File: config.mk
export PLATFORM = sky130hd
export DESIGN_NAME = pfla_ram
export DESIGN_NICKNAME = d
export VERILOG_FILES = /design/src/sv/assert_macros.svh /design/src/sv/pfla_ram.sv
export SDC_FILE = /design/constraint.sdc
export NUM_CORES = 1
export LEC_CHECK = 0
export BUFFER_PORTS_ARGS = -buffer_cell sky130_fd_sc_hd__buf_4
export CORE_MARGIN = 4
export CORE_UTILIZATION = 65
export CTS_CLUSTER_DIAMETER = 150
export DETAILED_ROUTE_END_ITERATION = 6
export PLACE_DENSITY_LB_ADDON = 0.2
export SKIP_CTS_REPAIR_TIMING = 1
export SLEW_MARGIN = 10
export SYNTH_ARGS = -nofsm -noshare
export SYNTH_HDL_FRONTEND = slang
export SYNTH_SLANG_ARGS = --single-unit
File: constraint.sdc
create_clock -name clk -period 4.2 [get_ports clk]
set_clock_uncertainty 0.15 [all_clocks]
set_input_delay 0.42 -clock clk [delete_from_list [all_inputs] [get_ports clk]]
set_output_delay 0.42 -clock clk [all_outputs]
set_load 0.03 [all_outputs]
File: src/sv/assert_macros.svh
// ----------------------------------------------------------------------------
// assert_macros.svh
// Assertion macros shared by the allocator RTL.
// ----------------------------------------------------------------------------
`ifndef ASSERT_MACROS_SVH
`define ASSERT_MACROS_SVH

// Property checked on every clock edge outside reset.
`define PFLA_ASSERT(lbl, prop, msg) \
	lbl: assert property (@(posedge clk) disable iff (!arst_n) (prop)) else $error(msg);

// Condition that must never be seen outside reset.
`define PFLA_NEVER(lbl, cond, msg) \
	lbl: assert property (@(posedge clk) disable iff (!arst_n) !(cond)) else $error(msg);

`endif

File: src/sv/pfla_ram.sv
`timescale 1ns / 1ps
// ----------------------------------------------------------------------------
// pfla_ram
// Simple dual-port RAM, one write and one registered read port.
// ----------------------------------------------------------------------------
module pfla_ram #(
	parameter int WIDTH = 8,
	parameter int DEPTH = 16
) (
	input  logic                     clk,
	input  logic                     we,
	input  logic [$clog2(DEPTH)-1:0] waddr,
	input  logic [WIDTH-1:0]         wdata,
	input  logic [$clog2(DEPTH)-1:0] raddr,
	output logic [WIDTH-1:0]         rdata
);

	logic [WIDTH-1:0] mem_q [DEPTH];

	always_ff @(posedge clk) begin
		if (we) begin
			mem_q[waddr] <= wdata;
		end
		rdata <= mem_q[raddr];
	end

endmodule

# == Yosys cells after proc, flatten, opt, wreduce, memory -nomap -nowiden ==
# Memories as Yosys holds them, arrays and structs flattened. A register that Yosys moved wholly into a read port is not among the register bits.
# Cells that the tools add are included.
# word_totals
reg_bits,0
ramBits,128
inputBits,18
n_memories,1
# mem_list
memory,depth,width,rd,rd_clocked_by_memory_dff,write_ports,line_no,rtl
mem_q,16,8,1,1,1,pfla_ram.sv:18,logic [WIDTH-1:0] mem_q [DEPTH];
# classes
muxes,2
# ops
op,count
1-bit two-way mux,2

# == Longest topological paths before layout ==
# depth
word_depth,2
depth_mapped,5
ltp_nobuf,3

# == Worst setup path after synthesis ==
# OpenSTA, ideal clock, no wires.
# synth_timing
kind,input -> register
from,input port waddr[2]
to,memory mem_q[0][0] (enable)
setup_ns,0.383
arrival_ns,1.530
t_required_ns,3.667
slack_ns,2.137
stages,2
path_buffers,0
cell_sequence,or3b_2 nor3_1
# synth_rtl
element,line_no,rtl
from (decl),pfla_ram.sv:12,"input logic [$clog2(DEPTH)-1:0] waddr,"
to (decl),pfla_ram.sv:18,
# No word-level cell before the write port.

# == Worst setup path in the final report ==
# layout_timing
from,input port waddr[2]
to,memory mem_q[0][2] (enable)
# No word-level cell before the write port.

==> flow_summary.json <==
{
  "outcome": "completed",
  "clkTransAtPathRegs_ns": 0.06,
  "diodes": 0,
  "drive_gt1_frac": 0.2770,
  "final.setup.tns_ns": 0,
  "grt_overflow": 0,
  "root_buffer": "clkbuf_8",
  "synth_seq_area_share": 0.7778,
  "cts-htree-levels": 4,
  "area_delta_synth_final_pct": 17.36,
  "clock-sinks": 136,
  "cts_tree": "yes",
  "dr.pass1.iters": 4,
  "postRouteAntennaNets": 0,
  "synthTopCellsByArea": "edfxtp_1 75%, mux4_2 7.9%, mux4_1 7.1%",
  "vias": 2449,
  "rows": 32,
  "cap_violations": 0,
  "fmax_ghz": 0.5146,
  "grt_first_pass_wirelength_um": 15340,
  "routed_via_density": 6.445,
  "worstPathRequired_ns": 4.18,
  "grt_usage": 0.2330,
  "power_density_nw_per_um2": 542.1,
  "rsz0062_at_grt": "false",
  "wirelength_um": 10240,
  "p_clk_frac": 0.484,
  "cp-start-kind": "primary input",
  "cts-buffers-inserted": 17,
  "drt_iter0_drc": 255,
  "drc": 0,
  "syn-cell-area_um2": 5147,
  "dieHeight_um": 96.99,
  "tightest_slew_ns": 1.128,
  "grt_max_degree": 33,
  "io_pins": 26,
  "switching_share": 0.1941,
  "cp_slowest_stage_delay_ns": 0.88,
  "routabilityCongestion": 0.7728,
  "synth.largest_area_cell": "edfxtp_1",
  "slew_viol_final": 0,
  "wl_per_cell_um": 26.94,
  "synthesis.nets": 247,
  "power_mw": 3.275,
  "grt_pass1_vias": 2506,
  "num-nets-final": 283,
  "max_slew_margin": 0.2425,
  "avgSynthCellArea_um2": 22.48,
  "ys_types": 19,
  "start_util": 0.6661,
  "insertion_delay_ns": 0.52,
  "critPathKind": "in -> reg",
  "worst_hold_path_type": "in -> reg",
  "yosys_warnings": 0,
  "core_um2": 7727,
  "finalSetupViolCount": 0,
  "die_area_um2": 9407,
  "vdd_drop_max_uv": 463.5,
  "dp_hpwl_um": 5602,
  "ys_ff_latch": 136,
  "p_comb_frac": 0.049,
  "dieWidth_um": 96.99,
  "fin_crit_sh": 0.4627,
  "antenna_found_initial": 0,
  "min_period_ns": 1.943,
  "pwr-share-seq": 0.467,
  "synthesis.instances": 229,
  "clockBufferDepth": 2,
  "hold_viol": 0,
  "critical_path_arrival_ns": 1.93,
  "yosys.area.top_type_share": 0.7467,
  "portBuffers": 25,
  "cell_internal_pwr_mw": 2.639,
  "leakage_nw": 2.031,
  "slowest_stage": "nor3_1",
  "path_cells": "buf_4, or3b_2, nor3_1",
  "crit_fanout": 8,
  "net-switching-power_uw": 635.8,
  "worstSetupEndpointType": "flip-flop"
}
## kinds of logic after synthesis
| group | count (synthesis) | share of synthesized area |
|---|---|---|
| AND/OR/NAND/NOR | 35 | 0.03184 |
| flip-flops | 136 | 0.7778 |
| AO/OA/AOI/OAI | 16 | 0.02334 |
| buffers and inverters | 10 | 0.01677 |
| multiplexers | 32 | 0.1502 |
## metrics by stage
step	utilization	hold WS (ns)	cell area (µm²)	worst slack, ns	cells
finish	0.7817	0.06306	6041	2.257	380
global route	0.7817	0.06314	6041	2.114	380
floorplan	-	0.3689	5147	2.137	229
global placement	0.6977	0.5058	5391	1.864	348
CTS	0.7811	0.04256	6036	2.251	380
detailed placement	0.6977	0.5180	5391	1.703	348
## final cells by class
class	instances	area [µm²]
fillers	387	1687
repair buffers	27	202.7
multi-input cells	83	1062
clock buffers	21	449.2
clock inverters	11	195.2
well taps	102	127.6
flip-flops and latches	136	4004
## path summary, 6_finish.rpt
path | to | depth (start not counted) | slack (ns) | start
max | mem_q[0][2]$_DFFE_PP_ | 3 | 2.26 | waddr[2]
min | mem_q[5][2]$_DFFE_PP_ | 1 | 0.06 | wdata[2]
max reg2reg | rdata[3]$_DFF_P_ | 3 | 2.52 | mem_q[0][3]$_DFFE_PP_
min reg2reg | rdata[5]$_DFF_P_ | 3 | 0.53 | mem_q[14][5]$_DFFE_PP_
## Yosys cell counts
library cell	instances
nor2b_1	1
mux4_1	14
nor2_1	13
a22oi_1	16
buf_4	1
nand3b_1	2
and2b_1	1
dfxtp_1	8
nand2_1	9
or3b_2	1
mux4_2	18
nand3_1	1
buf_2	3
and2_1	1
clkdlybuf4s25_2	3
nand2b_1	2
edfxtp_1	128
buf_6	3
nor3_1	4
## layer usage
layer | GRT usage | wire (µm) | vias up
met5 | 0 | 0 | -
met4 | 0.09935 | 257 | 0
met3 | 0.05984 | 771 | 23
met2 | 0.3646 | 5219 | 112
met1 | 0.3159 | 3987 | 1268
li1 | - | - | 1046
## worst max-delay path: cells and delay by family
kind | cells | cell delay [ns]
simple gates | 2 | 1.39
buf+inv | 1 | 0.12
## sequential cells by signal, summed over array words and instances, names as in the netlist
name and flops:
rdata 8, mem_q 128
## power groups by stage
stage | clock network [mW] | registers [mW] | logic (mW)
floorplan | 0 | 1.57 | 0.0770
global placement | 0 | 1.55 | 0.154
detailed placement | 0 | 1.56 | 0.157
CTS | 1.60 | 1.53 | 0.160
global route | 1.66 | 1.53 | 0.169
finish | 1.59 | 1.53 | 0.160
## cells in the final DEF (no fill, tap or decap), types with 3 or more instances in the layout
master / instances
clkbuf_16: 16
a22oi_1: 16
nor2_1: 13
buf_4: 27
nand2_1: 9
clkinvlp_4: 3
mux4_2: 18
mux4_1: 14
clkbuf_8: 3
nor3_1: 3
dfxtp_1: 8
edfxtp_1: 128
bufinv_16: 5
No activity file was read; power rests on OpenSTA's default activity.
