===== config.mk =====
export PLATFORM = sky130hd
export DESIGN_NAME = pfla_core
export DESIGN_NICKNAME = d
export VERILOG_FILES = /design/src/sv/pfla_pkg.sv /design/src/sv/pfla_core.sv
export VERILOG_INCLUDE_DIRS = /design/src /design/src/sv
export SDC_FILE = /design/constraint.sdc
export NUM_CORES = 1
export LEC_CHECK = 0
export BUFFER_PORTS_ARGS = -buffer_cell sky130_fd_sc_hd__buf_4
export CAP_MARGIN = 20
export CORE_UTILIZATION = 59
export DETAILED_ROUTE_END_ITERATION = 16
export PLACE_DENSITY = 0.8
export SLEW_MARGIN = 20
export SYNTH_ARGS = -nofsm -noshare
export SYNTH_HDL_FRONTEND = slang
export SYNTH_SLANG_ARGS = --single-unit
export TNS_END_PERCENT = 20

===== constraint.sdc =====
create_clock -name clk -period 16.25 [get_ports clk]
set_input_delay 3.25 -clock clk [delete_from_list [all_inputs] [get_ports clk]]
set_output_delay 3.25 -clock clk [all_outputs]
set_load 0.01 [all_outputs]

===== src/sv/assert_macros.svh =====
// ----------------------------------------------------------------------------
// assert_macros.svh
// Assertion macros shared by the allocator RTL.
// ----------------------------------------------------------------------------
`ifndef ASSERT_MACROS_SVH
`define ASSERT_MACROS_SVH

// Property checked on every clock edge outside reset.
`define PFLA_ASSERT(lbl, prop, msg) \
	lbl: assert property (@(posedge clk) disable iff (!arst_n) (prop)) else $error(msg);

// Condition that must never be seen outside reset.
`define PFLA_NEVER(lbl, cond, msg) \
	lbl: assert property (@(posedge clk) disable iff (!arst_n) !(cond)) else $error(msg);

`endif


===== src/sv/pfla_pkg.sv =====
`timescale 1ns / 1ps
// ----------------------------------------------------------------------------
// pfla_pkg
// Types and constants of the paged free-list allocator.
// ----------------------------------------------------------------------------
package pfla_pkg;

	localparam int MAX_SLOTS        = 1024;
	localparam int PAGE_LIMIT       = 16;
	localparam int PAGE_OBJECTS_MAX = 64;
	localparam int INIT_PAGE_CAP     = 3;
	localparam int DEFAULT_OPP       = 4;

	localparam int SLOT_W = 10;
	localparam int CNT_W  = 11;
	localparam int OPP_W  = 7;
	localparam int PAGE_W = 5;
	localparam int TOT_W  = 32;

	localparam int IN_DATA_W  = 16;
	localparam int OUT_DATA_W = 104;
	localparam int CFG_IDX_W  = 1;
	localparam int CFG_DATA_W = 7;

	localparam logic [CNT_W-1:0] CNT_MAX = {CNT_W{1'b1}};
	localparam logic [TOT_W-1:0] TOT_MAX = {TOT_W{1'b1}};

	localparam logic FUNC_ALLOC = 1'b0;
	localparam logic FUNC_FREE  = 1'b1;

	localparam logic STATUS_OK       = 1'b0;
	localparam logic STATUS_NO_PAGES = 1'b1;

	localparam logic [CFG_IDX_W-1:0] CFG_OBJECTS_PER_PAGE = 1'd0;
	localparam logic [CFG_IDX_W-1:0] CFG_MAX_PAGES        = 1'd1;

	typedef struct packed {
		logic              commit;
		logic              func;
		logic [SLOT_W-1:0] slot;
	} cmd_t;

	typedef struct packed {
		logic              we;
		logic [SLOT_W-1:0] addr;
		logic [SLOT_W-1:0] data;
	} link_wr_t;

	typedef struct packed {
		logic [TOT_W-1:0]  total_frees;
		logic [TOT_W-1:0]  total_allocations;
		logic [PAGE_W-1:0] pages_in_use;
		logic [CNT_W-1:0]  free_objects;
		logic [CNT_W-1:0]  objects_in_use;
		logic              status;
		logic [SLOT_W-1:0] granted_slot;
	} result_t;

endpackage


===== src/sv/pfla_core.sv =====
`timescale 1ns / 1ps
`include "assert_macros.svh"
// ----------------------------------------------------------------------------
// pfla_core
// Allocator state registers and the next-state / result logic.
// ----------------------------------------------------------------------------
module pfla_core (
	input  logic                         clk,
	input  logic                         arst_n,
	input  pfla_pkg::cmd_t               cmd,
	input  logic [pfla_pkg::OPP_W-1:0]   opp_cfg,
	input  logic [pfla_pkg::PAGE_W-1:0]  max_pages_cfg,
	input  logic [pfla_pkg::SLOT_W-1:0]  link_rdata,
	output logic [pfla_pkg::SLOT_W-1:0]  head,
	output logic                         list_nonempty,
	output pfla_pkg::link_wr_t           link_wr,
	output pfla_pkg::result_t            res
);

	logic [pfla_pkg::SLOT_W-1:0] head_q, head_n;
	logic [pfla_pkg::CNT_W-1:0]  count_q, count_n;
	logic [pfla_pkg::OPP_W-1:0]  fresh_q, fresh_n;
	logic [pfla_pkg::PAGE_W-1:0] page_q, page_n;
	logic [pfla_pkg::CNT_W-1:0]  in_use_q, in_use_n;
	logic [pfla_pkg::TOT_W-1:0]  alloc_tot_q, alloc_tot_n;
	logic [pfla_pkg::TOT_W-1:0]  free_tot_q, free_tot_n;

	logic [pfla_pkg::OPP_W-1:0]  opp_eff;
	logic [11:0]                 prod_cur;
	logic                        page_fits;
	logic [pfla_pkg::OPP_W-1:0]  remain;
	logic [11:0]                 free_sum;
	logic                        granted_ok;
	logic                        free_commit;

	assign head          = head_q;
	assign list_nonempty = (count_q != '0);
	assign free_commit   = cmd.commit && (cmd.func == pfla_pkg::FUNC_FREE);

	always_comb begin
		if (opp_cfg == '0) begin
			opp_eff = pfla_pkg::OPP_W'(1);
		end else if (opp_cfg > pfla_pkg::OPP_W'(pfla_pkg::PAGE_OBJECTS_MAX)) begin
			opp_eff = pfla_pkg::OPP_W'(pfla_pkg::PAGE_OBJECTS_MAX);
		end else begin
			opp_eff = opp_cfg;
		end
	end

	// Slots of all pages so far, the newest included: page_count * objects_per_page.
	assign prod_cur  = 12'(page_q) * 12'(opp_eff);
	assign page_fits = (13'(prod_cur) + 13'(opp_eff)) <= 13'(pfla_pkg::MAX_SLOTS);

	always_comb begin
		head_n      = head_q;
		count_n     = count_q;
		fresh_n     = fresh_q;
		page_n      = page_q;
		in_use_n    = in_use_q;
		alloc_tot_n = alloc_tot_q;
		free_tot_n  = free_tot_q;
		granted_ok  = 1'b1;
		res         = '0;
		res.status  = pfla_pkg::STATUS_OK;
		link_wr.we   = 1'b0;
		link_wr.addr = cmd.slot;
		link_wr.data = head_q;

		if (cmd.func == pfla_pkg::FUNC_ALLOC) begin
			if (count_q != '0) begin
				res.granted_slot = head_q;
				head_n           = link_rdata;
				count_n          = count_q - 1'b1;
			end else if (fresh_q < opp_eff) begin
				// Newest page hands out slots from the top down.
				res.granted_slot = pfla_pkg::SLOT_W'(prod_cur - 12'd1 - 12'(fresh_q));
				fresh_n          = fresh_q + 1'b1;
			end else if (page_q < max_pages_cfg &&
					page_q < pfla_pkg::PAGE_W'(pfla_pkg::PAGE_LIMIT) && page_fits) begin
				page_n           = page_q + 1'b1;
				res.granted_slot = pfla_pkg::SLOT_W'(prod_cur + 12'(opp_eff) - 12'd1);
				fresh_n          = pfla_pkg::OPP_W'(1);
			end else begin
				granted_ok = 1'b0;
				res.status = pfla_pkg::STATUS_NO_PAGES;
			end
			if (granted_ok) begin
				if (in_use_q != pfla_pkg::CNT_MAX) begin
					in_use_n = in_use_q + 1'b1;
				end
				if (alloc_tot_q != pfla_pkg::TOT_MAX) begin
					alloc_tot_n = alloc_tot_q + 1'b1;
				end
			end
		end else begin
			link_wr.we = cmd.commit;
			head_n     = cmd.slot;
			if (count_q != pfla_pkg::CNT_MAX) begin
				count_n = count_q + 1'b1;
			end
			if (in_use_q != '0) begin
				in_use_n = in_use_q - 1'b1;
			end
			if (free_tot_q != pfla_pkg::TOT_MAX) begin
				free_tot_n = free_tot_q + 1'b1;
			end
		end

		remain   = (fresh_n < opp_eff) ? (opp_eff - fresh_n) : '0;
		free_sum = 12'(count_n) + 12'(remain);

		res.objects_in_use    = in_use_n;
		res.free_objects      = free_sum[11] ? pfla_pkg::CNT_MAX : free_sum[10:0];
		res.pages_in_use      = page_n;
		res.total_allocations = alloc_tot_n;
		res.total_frees       = free_tot_n;
	end

	always_ff @(posedge clk or negedge arst_n) begin
		if (!arst_n) begin
			head_q      <= '0;
			count_q     <= '0;
			fresh_q     <= '0;
			page_q      <= pfla_pkg::PAGE_W'(1);
			in_use_q    <= '0;
			alloc_tot_q <= '0;
			free_tot_q  <= '0;
		end else if (cmd.commit) begin
			head_q      <= head_n;
			count_q     <= count_n;
			fresh_q     <= fresh_n;
			page_q      <= page_n;
			in_use_q    <= in_use_n;
			alloc_tot_q <= alloc_tot_n;
			free_tot_q  <= free_tot_n;
		end
	end

	`PFLA_ASSERT(a_free_fills_list, free_commit |=> list_nonempty, "free left the list empty")
	`PFLA_NEVER(a_page_zero, page_q == '0, "page count dropped to zero")
	`PFLA_NEVER(a_fresh_over, fresh_q > pfla_pkg::OPP_W'(pfla_pkg::PAGE_OBJECTS_MAX), "fresh overrun")

endmodule


# Word-level counts from Yosys, hierarchy flattened
# Cells that the tools add are included.
# totals
ff_bits	108
inputBits	36
# op_classes
addsub	15
mul	1
n_lt_le_gt_ge	6
eq_ne	4
muxes	38
reduce_logical	7
# ops
cell	n
32-bit 2-to-1 mux	5
11-bit 2-to-1 mux	9
32-bit by 1-bit adder with 32-bit output, second input constant	2
32-bit != test, second input constant	2
10-bit 2-to-1 mux	5
7-bit 2-to-1 mux	7
11-bit by 1-bit adder with 11-bit output, second input constant	2
11-bit != test, second input constant	2
11-bit nonzero test	2
11-bit by 1-bit subtractor with 11-bit output, second input constant	2
5-bit 2-to-1 mux	4
10-bit by 1-bit subtractor with 10-bit output, second input constant	2
7-bit less-than comparator	2
12-bit by 7-bit adder with 13-bit output	1
13-bit by 11-bit <= comparator with 1-bit output, second input constant	1
11-bit by 7-bit adder with 12-bit output	1
5-bit by 7-bit multiplier with 12-bit output	1
10-bit by 7-bit adder with 10-bit output	1
10-bit by 7-bit subtractor with 10-bit output	1
1-bit 2-to-1 mux	8
7-bit by 1-bit adder with 7-bit output, second input constant	1
7-bit greater-than comparator, second input constant	1
7-bit zero test	1
7-bit subtractor	1
other kinds (6)	7

# Logic depth before layout (Yosys ltp)
# Gate-level depths: netlist of the first run.
# logic_depth
ltp_word	15
ltp_mapped	46

# Worst setup path after synthesis of the first run
# Ideal clock, no wire load.
# synth_path
path_type	input -> output
start	in opp_cfg[0] (netlist name)
end	out res[24] (netlist name)
arrival_ps	12140
path_slack_ps	860
path_stages	44
n_path_buf	2
path_cell_list	nor2b_1 > a21o_1 > clkbuf_1 > and2_1 > fa_1 > inv_1 > fa_1 > inv_1 > fa_1 > ha_1 > a21oi_1 > xnor2_1 > inv_1 > ha_1 > a21o_1 > a31o_1 > a221o_1 > o21ai_0 > (+8 left out) > a21o_1 > a21o_1 > a21o_1 > a21o_1 > o21ai_1 > inv_1 > and2_1 > ha_1 > a21o_1 > a21oi_1 > o21ai_0 > a21oi_1 > o21ai_0 > a21oi_1 > nand3b_1 > or3b_2 > clkbuf_1 > o21ai_0
# synth_rtl
item	line	rtl
start: declaration	pfla_core.sv:11	input logic [pfla_pkg::OPP_W-1:0] opp_cfg,
end: declaration	pfla_core.sv:17	output pfla_pkg::result_t res

==> run_results.csv, run 1 <==
group,metric,value,unit
status,status,"complete, no violations",
die,start_util,0.612,
critical_path,crit_type,"in2out",
final_layout,synthToLayoutAreaGrowth,14.6,%
logic_synthesis,ys_ff_latch,108,
logic_synthesis,synth_top_area_share,0.250,
timing,slew_headroom,0.399,
die,core_area,0.0175,sq mm
final_layout,num_antenna_cells,0,
logic_synthesis,synth_flop_cell,"dfrtp_1",
logic_synthesis,synth_area_per_cell,8.21,sq um
clock_tree,numCtsBuffers,9,
timing,fin_crit_sh,0.963,
critical_path,cp.arrival,12.40,ns
die,fp.dieArea,0.0187,sq mm
critical_path,slowest_stage,"fa_1",
drt,routed_wl,27.5,mm
critical_path,crit_path_max_fanout,16,
clock_tree,cts_buffer_depth,2,
min_path,holdPathStages,1,
die,rows,48,
final_layout,nets,1552,
critical_path,cp-end-kind,"primary output",
critical_path,crit_required,13.00,ns
drt,drt-initial-drc-count,737,
critical_path,crit_top_cell,"a21o_1",
drt,routed_via_density,5.94,
min_path,worst_hold_path_type,"reg2reg",
critical_path,reg2reg_depth,22,
timing,tns,0,ns
logic_synthesis,ys_top_cells_by_area,"dfrtp_1, xnor2_1, ha_1",
drt,wl_per_cell,16.7,microns
die,die_h,137,microns
logic_synthesis,syn_nets,1445,
die,die_w,137,microns
drt,ant_nets,0,
timing,rsz0062_at_grt,"no",
placement,portBuffers,169,
grt,grt_use_total,0.301,
timing,worst_pin_slew,0.899,ns
clock_tree,postCtsHoldBufs,0,
job,max_cap_viol_count,0,
drt,drcViolationCount,0,
clock_tree,cts-root-buf,"clkbuf_16",
power_and_ir_drop,p_per_area,83.4,mW/mm^2
drt,vias,9763,
timing,setup_violations,0,
logic_synthesis,ys_warn_count,0,
logic_synthesis,synth_edf_count,0,
power_and_ir_drop,p_leak,5.89,nW
logic_synthesis,netlist_instances,1307,
timing,period_needed,15.65,ns
logic_synthesis,yosysMostFrequentCell,"xnor2_1",
timing,clock_skew,0.0117,ns
grt,antenna_found_initial,0,
logic_synthesis,ys_types,79,
clock_tree,cts_sinks,108,
clock_tree,h-tree-depth,3,
logic_synthesis,netlist_area,0.0107,sq mm
grt,grt_pass1_vias,9293,
critical_path,cp_slowest_stage_delay,0.54,ns
logic_synthesis,synthArstFlopShare,1.00,
grt,grt_pass1_wl,45.0,mm
final_layout,stdcell_count,1644,
clock_tree,clk_latency,0.37,ns
grt,grt_max_degree,62,
clock_tree,cts_tree,"built",
clock_tree,clk_pin_slew,0.08,ns
grt,overflow,0,
die,ios,170,
timing,fmax,0.0639,GHz
timing,hold_viol,0,
power_and_ir_drop,irDropWorstVdd,0.108,mV
logic_synthesis,synth_area_leader_cell,"dfrtp_1",
critical_path,start_kind,"input pin",
final_layout,drive_above_1_share,0.164,
logic_synthesis,seq_area_frac_synth,0.252,
drt,dr.pass1.iters,7,
logic_synthesis,yosys-top-cells-count,"xnor2_1, nand2_1, dfrtp_1, nor2_1, inv_1",
placement,gp_congestion,0.969,
timing,slew_violations,0,
placement,place_hpwl,20.5,mm
placement,dp.cells,1626,
registers in the layout, summed over array words and instances, names as in the netlist:
signal and count:
free_tot_q 32, page_q 5, head 10, count_q 11, alloc_tot_q 32, in_use_q 11, fresh_q 7
worst paths after layout:
path                                              from                           to  slack, ns
max reg2reg                      page_q[4]$_DFFE_PN0P_   alloc_tot_q[1]$_DFFE_PN0P_       9.72
max in group asynchronous                       arst_n          head[5]$_DFFE_PN0P_      12.12
min                        alloc_tot_q[31]$_DFFE_PN0P_  alloc_tot_q[31]$_DFFE_PN0P_       0.52
max                                         opp_cfg[6]                      res[31]       0.60
min in group asynchronous                       arst_n       count_q[8]$_DFFE_PN0P_       2.88
min reg2reg                alloc_tot_q[31]$_DFFE_PN0P_  alloc_tot_q[31]$_DFFE_PN0P_       0.52
per-layer routing:
metal  vias to the layer above  wire, microns  global-route usage
met2                       280          13200               0.502
met3                        53           1420              0.0430
met1                      4684          12200               0.401
met4                         0            709               0.103
li1                       4746              -                   -
met5                         -              0                   0
layout by cell type, fill, tap and decap left out, drive strengths merged, types with 11 or more instances in the layout:
cell,synthesis,final
buf,40,182
xnor2,133,133
nand2,118,118
dfrtp,107,107
nor2,92,92
inv,84,88
ha,82,82
nand3,71,71
a21oi,63,63
xor2,54,54
o21ai,46,46
nor3,39,39
and2,37,37
a21o,29,29
nand4,28,28
o22ai,27,27
and3,24,24
fa,20,20
or3,17,17
nor2b,15,15
a211oi,11,11
logic make-up after synthesis:
family,synth area share
AO/OA/AOI/OAI,0.162
multiplexers,0.0104
XOR/XNOR,0.153
buffers and inverters,0.0691
AND/OR/NAND/NOR,0.220
flip-flops,0.252
adder cells (fa/ha/maj),0.133
critical path, delay by kind of cell:
kind / cells / cell delay, ns
adders and majority gates: 7 / 2.81
and+or+nand+nor: 4 / 0.57
buffers and inverters: 6 / 0.60
xor gates and xnor gates: 2 / 0.37
AOI/OAI and AO/OA: 23 / 4.45
muxes: 1 / 0.35
stage by stage:
stage / setup WS, ns / hold slack, ns / power [W] / area, sq um / utilization
after floorplan: 0.860 / 0.475 / 0.000645 / 10700 / -
after global placement: 0.472 / 0.498 / 0.000786 / 11900 / 0.681
after detailed placement: 0.156 / 0.508 / 0.000794 / 11900 / 0.681
after CTS: 0.124 / 0.519 / 0.00103 / 12200 / 0.698
after global routing: 0.0299 / 0.538 / 0.00110 / 12300 / 0.701
final: 0.598 / 0.519 / 0.00103 / 12300 / 0.701
area by class of cell:
| type | count | area, sq um |
|---|---|---|
| Multi-Input combinational cell | 1029 | 7300 |
| Clock buffer | 9 | 225 |
| Timing Repair Buffer | 182 | 1390 |
| Fill cell | 1462 | 5240 |
| Tap cell | 225 | 282 |
| Sequential cell | 108 | 2700 |
| Inverter | 84 | 315 |
| Clock inverter | 7 | 78.8 |
report_power, final:
| part | internal (W) | leakage [nW] | total (W) | switching, W |
|---|---|---|---|---|
| Combinational | 0.000202 | 4.39 | 0.000408 | 0.000206 |
| Clock | 0.000110 | 0.148 | 0.000229 | 0.000119 |
| Sequential | 0.000309 | 1.35 | 0.000388 | 0.0000789 |
repair_timing:
item,in CTS,in global routing
gates resized for setup,0,7
endpoints found under the setup margin,0,11
setup buffers,0,1
No activity file was read; power rests on OpenSTA's default activity.
==> inputs of run 2 (changes only) <==
Settings changed: REMOVE_ABC_BUFFERS from default to 1.
==> run_results.csv, run 2 (same netlist as run 1, synthesis figures left out) <==
group,metric,value,unit
status,status,"complete, no violations",
final_layout,layout_common_cells,"buf_4, xnor2_1, nand2_1, dfrtp_1, nor2_1",
critical_path,crit_required,13.00,ns
placement,gp_congestion,0.911,
die,die_w,137,microns
timing,slew_headroom,0.350,
critical_path,crit_path_max_fanout,9,
die,start_util,0.612,
critical_path,crit_top_cell,"a21o_1",
grt,grt_max_degree,80,
timing,setup_violations,0,
min_path,min_from,"alloc_tot_q[26]$_DFFE_PN0P_",
min_path,hold_end,"alloc_tot_q[26]$_DFFE_PN0P_",
critical_path,start_kind,"input pin",
placement,place_hpwl,20.1,mm
clock_tree,cts_sinks,108,
clock_tree,h-tree-depth,3,
grt,grt_use_total,0.291,
critical_path,cp-end-kind,"primary output",
final_layout,final_common_cell,"buf_4",
die,core_area,0.0175,sq mm
clock_tree,cts-root-buf,"clkbuf_16",
drt,dr.pass1.iters,5,
job,max_cap_viol_count,0,
final_layout,drive_above_1_share,0.167,
drt,routed_via_density,5.91,
clock_tree,cts_tree,"built",
final_layout,regArea,0.00270,sq mm
die,die_h,137,microns
final_layout,synthToLayoutAreaGrowth,14.9,%
final_layout,nets,1554,
die,ios,170,
clock_tree,cts_buffer_depth,2,
drt,ant_nets,0,
critical_path,crit_type,"in2out",
final_layout,multiInputGateArea,0.00732,sq mm
power_and_ir_drop,irDropWorstVdd,0.107,mV
timing,hold_ws,0.514,ns
placement,portBuffers,169,
timing,hold_viol,0,
timing,fmax,0.0637,GHz
critical_path,r2r-end,"alloc_tot_q[1]$_DFFE_PN0P_",
clock_tree,numCtsBuffers,9,
critical_path,cp_slowest_stage_delay,0.53,ns
grt,antenna_found_initial,0,
clock_tree,clk_pin_slew,0.07,ns
grt,overflow,0,
drt,wl_per_cell,16.4,microns
power_and_ir_drop,p_per_area,83.7,mW/mm^2
timing,clock_skew,0.0118,ns
critical_path,timing.rr.start,"page_q[4]$_DFFE_PN0P_",
drt,routed_wl,27.0,mm
critical_path,reg2reg_depth,22,
clock_tree,postCtsHoldBufs,0,
power_and_ir_drop,p_leak,5.91,nW
power_and_ir_drop,finalPower,0.00103,W
min_path,holdPathStages,1,
final_layout,reg.largest.list,"alloc_tot_q (32), free_tot_q (32)",
die,fp.dieArea,0.0187,sq mm
timing,slew_violations,0,
grt,grt_pass1_wl,43.4,mm
die,rows,48,
final_layout,num_antenna_cells,0,
grt,grt_pass1_vias,9031,
drt,vias,9725,
drt,drt-initial-drc-count,707,
timing,period_needed,15.70,ns
clock_tree,clk_latency,0.36,ns
critical_path,cp.arrival,12.45,ns
critical_path,slowest_stage,"fa_1",
timing,worst_pin_slew,0.971,ns
critical_path,r2r_slack,9.71,ns
min_path,worst_hold_path_type,"reg2reg",
timing,fin_crit_sh,0.966,
drt,drcViolationCount,0,
final_layout,fillerInstances,1438,
run 2: worst max path at each step:
| stage | start | end | cells past startpoint |
|---|---|---|---|
| after floorplan | opp_cfg[0] | res[24] | 42 |
| after global placement | opp_cfg[0] | res[28] | 44 |
| after detailed placement | opp_cfg[0] | res[28] | 44 |
| after CTS | opp_cfg[0] | res[28] | 44 |
| after global routing | opp_cfg[0] | res[24] | 44 |
| final | opp_cfg[0] | res[28] | 44 |
run 2: critical path, delay by kind of cell:
family | cells | cell delay (ns)
XOR/XNOR | 2 | 0.40
AND/OR/NAND/NOR | 5 | 1.15
adder cells (fa/ha/maj) | 7 | 2.87
buffers and inverters | 6 | 0.53
AO/OA/AOI/OAI | 24 | 4.26
run 2: stage by stage:
stage               cells  cell area (sq um)  setup WS (ns)  TNS (ns)  utilization
finish               1645              12300          0.554         0        0.703
global route         1645              12300       -0.00296  -0.00296        0.703
CTS                  1644              12300          0.144         0        0.699
detailed placement   1629              12000          0.163         0        0.682
global placement     1629              12000          0.517         0        0.682
floorplan            1221              10300           1.03         0            -
run 2: layout make-up:
type / instances / area share
multi-input cells: 1029 / 0.594
flip-flops and latches: 108 / 0.219
repair buffers: 184 / 0.114
inverters: 84 / 0.0256
well taps: 225 / 0.0228
clock buffers: 10 / 0.0194
clock inverters: 5 / 0.00487
run 2: repair_timing:
item / in CTS / in global routing
setup endpoints to repair: 0 / 11
gates resized for setup: 0 / 9
setup buffers: 0 / 0
run 2: power by group:
part	internal (W)	total, W	switching, W
registers	0.000309	0.000390	0.0000802
clock network	0.000124	0.000228	0.000105
logic	0.000202	0.000414	0.000212
total	0.000635	0.00103	0.000397
run 2: per-layer routing:
metal	vias up	GRT usage	routed length, microns
li1	4736	-	-
met1	4609	0.384	11800
met2	328	0.484	13000
met3	52	0.0485	1660
met4	0	0.100	577
met5	-	0	0
==> inputs of run 3 (changes only) <==
Settings changed: CORE_UTILIZATION 59 to 25, PLACE_DENSITY 0.8 to 0.39.
==> run_results.csv, run 3 (same netlist as run 1, synthesis figures left out) <==
group,metric,value,unit
clock_tree,cts_sinks,108,
final_layout,layout_common_cells,"buf_4, xnor2_1, nand2_1, dfrtp_1, nor2_1",
final_layout,stdcell_count,1966,
min_path,min_from,"alloc_tot_q[31]$_DFFE_PN0P_",
critical_path,slowest_stage,"fa_1",
timing,clock_skew,0.0202,ns
final_layout,final_common_cell,"buf_4",
power_and_ir_drop,finalPower,0.00105,W
clock_tree,cts_buffer_depth,2,
timing,fin_crit_sh,0.961,
die,start_util,0.255,
critical_path,worst-path-buf-inv,6,
placement,place_hpwl,24.8,mm
clock_tree,h-tree-depth,3,
timing,period_needed,15.61,ns
final_layout,drive_above_1_share,0.170,
clock_tree,cts-root-buf,"clkbuf_16",
grt,overflow,0,
timing,worst_pin_slew,0.948,ns
drt,ant_nets,0,
timing,hold_ws,0.522,ns
critical_path,cp_slowest_stage_delay,0.54,ns
placement,gp_congestion,0.776,
critical_path,crit_start,"opp_cfg[0]",
critical_path,crit_path_max_fanout,4,
placement,dp.cells,1949,
grt,grt_use_total,0.155,
timing,slew_headroom,0.368,
clock_tree,postCtsSetupBuffers,0,
grt,grt_pass1_vias,9580,
final_layout,nets,1559,
clock_tree,numCtsBuffers,9,
die,die_w,209,microns
critical_path,crit_required,13.00,ns
timing,fmax,0.0641,GHz
power_and_ir_drop,p_per_area,82.2,mW/mm^2
power_and_ir_drop,irDropWorstVdd,0.0610,mV
drt,routed_wl,33.0,mm
job,max_cap_viol_count,0,
drt,routed_via_density,4.81,
die,core_area,0.0421,sq mm
drt,dr.pass1.iters,5,
drt,wl_per_cell,16.8,microns
clock_tree,postCtsHoldBufs,0,
clock_tree,cts_tree,"built",
die,rows,75,
power_and_ir_drop,p_leak,5.91,nW
timing,slew_violations,0,
clock_tree,clk_latency,0.39,ns
drt,vias,9466,
critical_path,path_delay_family,"compound AO/OA/AOI/OAI gates",
grt,grt_max_degree,64,
clock_tree,clk_pin_slew,0.09,ns
critical_path,timing.rr.start,"page_q[4]$_DFFE_PN0P_",
final_layout,reg.largest.list,"alloc_tot_q (32), free_tot_q (32)",
min_path,worst_hold_path_type,"reg2reg",
die,ios,170,
critical_path,cp.arrival,12.36,ns
critical_path,cp-end-kind,"primary output",
critical_path,crit_top_cell,"a21o_1",
grt,grt_pass1_wl,53.6,mm
grt,antenna_found_initial,2,
placement,portBuffers,169,
final_layout,synthToLayoutAreaGrowth,18.6,%
timing,setup_violations,0,
drt,drt-initial-drc-count,389,
drt,drcViolationCount,0,
critical_path,crit_type,"in2out",
die,fp.dieArea,0.0438,sq mm
status,status,"complete, no violations",
critical_path,start_kind,"input pin",
die,die_h,209,microns
timing,hold_viol,0,
==> run 3: cell types whose count changed in the layout (fill, tap and decap cells not counted), moves of 2 or more <==
cell,previous run,this run
inv_8,0,2
o21ai_1,2,5
o21ai_0,42,40
buf_4,182,189
==> run 3: where the power goes <==
group | leakage [nW] | internal [W] | switching, W | total [W]
Combinational | 4.42 | 0.000202 | 0.000218 | 0.000420
Clock | 0.136 | 0.000108 | 0.000128 | 0.000237
Sequential | 1.35 | 0.000309 | 0.0000794 | 0.000389
Total | 5.91 | 0.000620 | 0.000426 | 0.00105
==> run 3: per-stage QoR <==
stage	cell area [sq um]	utilization	setup slack, ns	setup TNS, ns
CTS	12700	0.301	0.258	0
global route	12700	0.302	-0.0407	-0.151
floorplan	10300	-	1.03	0
detailed placement	12400	0.294	0.296	0
finish	12700	0.302	0.641	0
global placement	12400	0.294	0.445	0
==> run 3: worst paths after layout <==
| kind | endpoint | slack, ns | depth (start not counted) |
|---|---|---|---|
| setup / recovery | res[31] | 0.64 | 43 |
| hold / removal | alloc_tot_q[31]$_DFFE_PN0P_ | 0.52 | 1 |
| setup reg to reg | alloc_tot_q[1]$_DFFE_PN0P_ | 9.59 | 22 |
| hold reg to reg | alloc_tot_q[31]$_DFFE_PN0P_ | 0.52 | 1 |
| max in group asynchronous | count_q[10]$_DFFE_PN0P_ | 12.06 | 2 |
| min in group asynchronous | free_tot_q[15]$_DFFE_PN0P_ | 3.00 | 1 |
==> run 3: final cells by class <==
type                       instances  area [sq um]
timing repair buffer             189          1420
fill                            4518         29400
antenna                            1          2.50
tap                              539           674
inverter                          84           315
clock inverter                     7          63.8
sequential                       108          2700
clock buffer                       9           225
multi-input combinational       1029          7320
==> run 3: layer usage <==
metal,wire [microns],up-vias,GRT usage
met5,27,-,0
met4,376,4,0.0340
met3,1360,25,0.0305
met2,15100,141,0.250
met1,16100,4542,0.212
li1,-,4754,-
==> run 3: repair_timing <==
item | in CTS | in global routing
endpoints found under the setup margin | 0 | 11
hold endpoints to repair | 0 | 0
gates resized for setup | 0 | 9
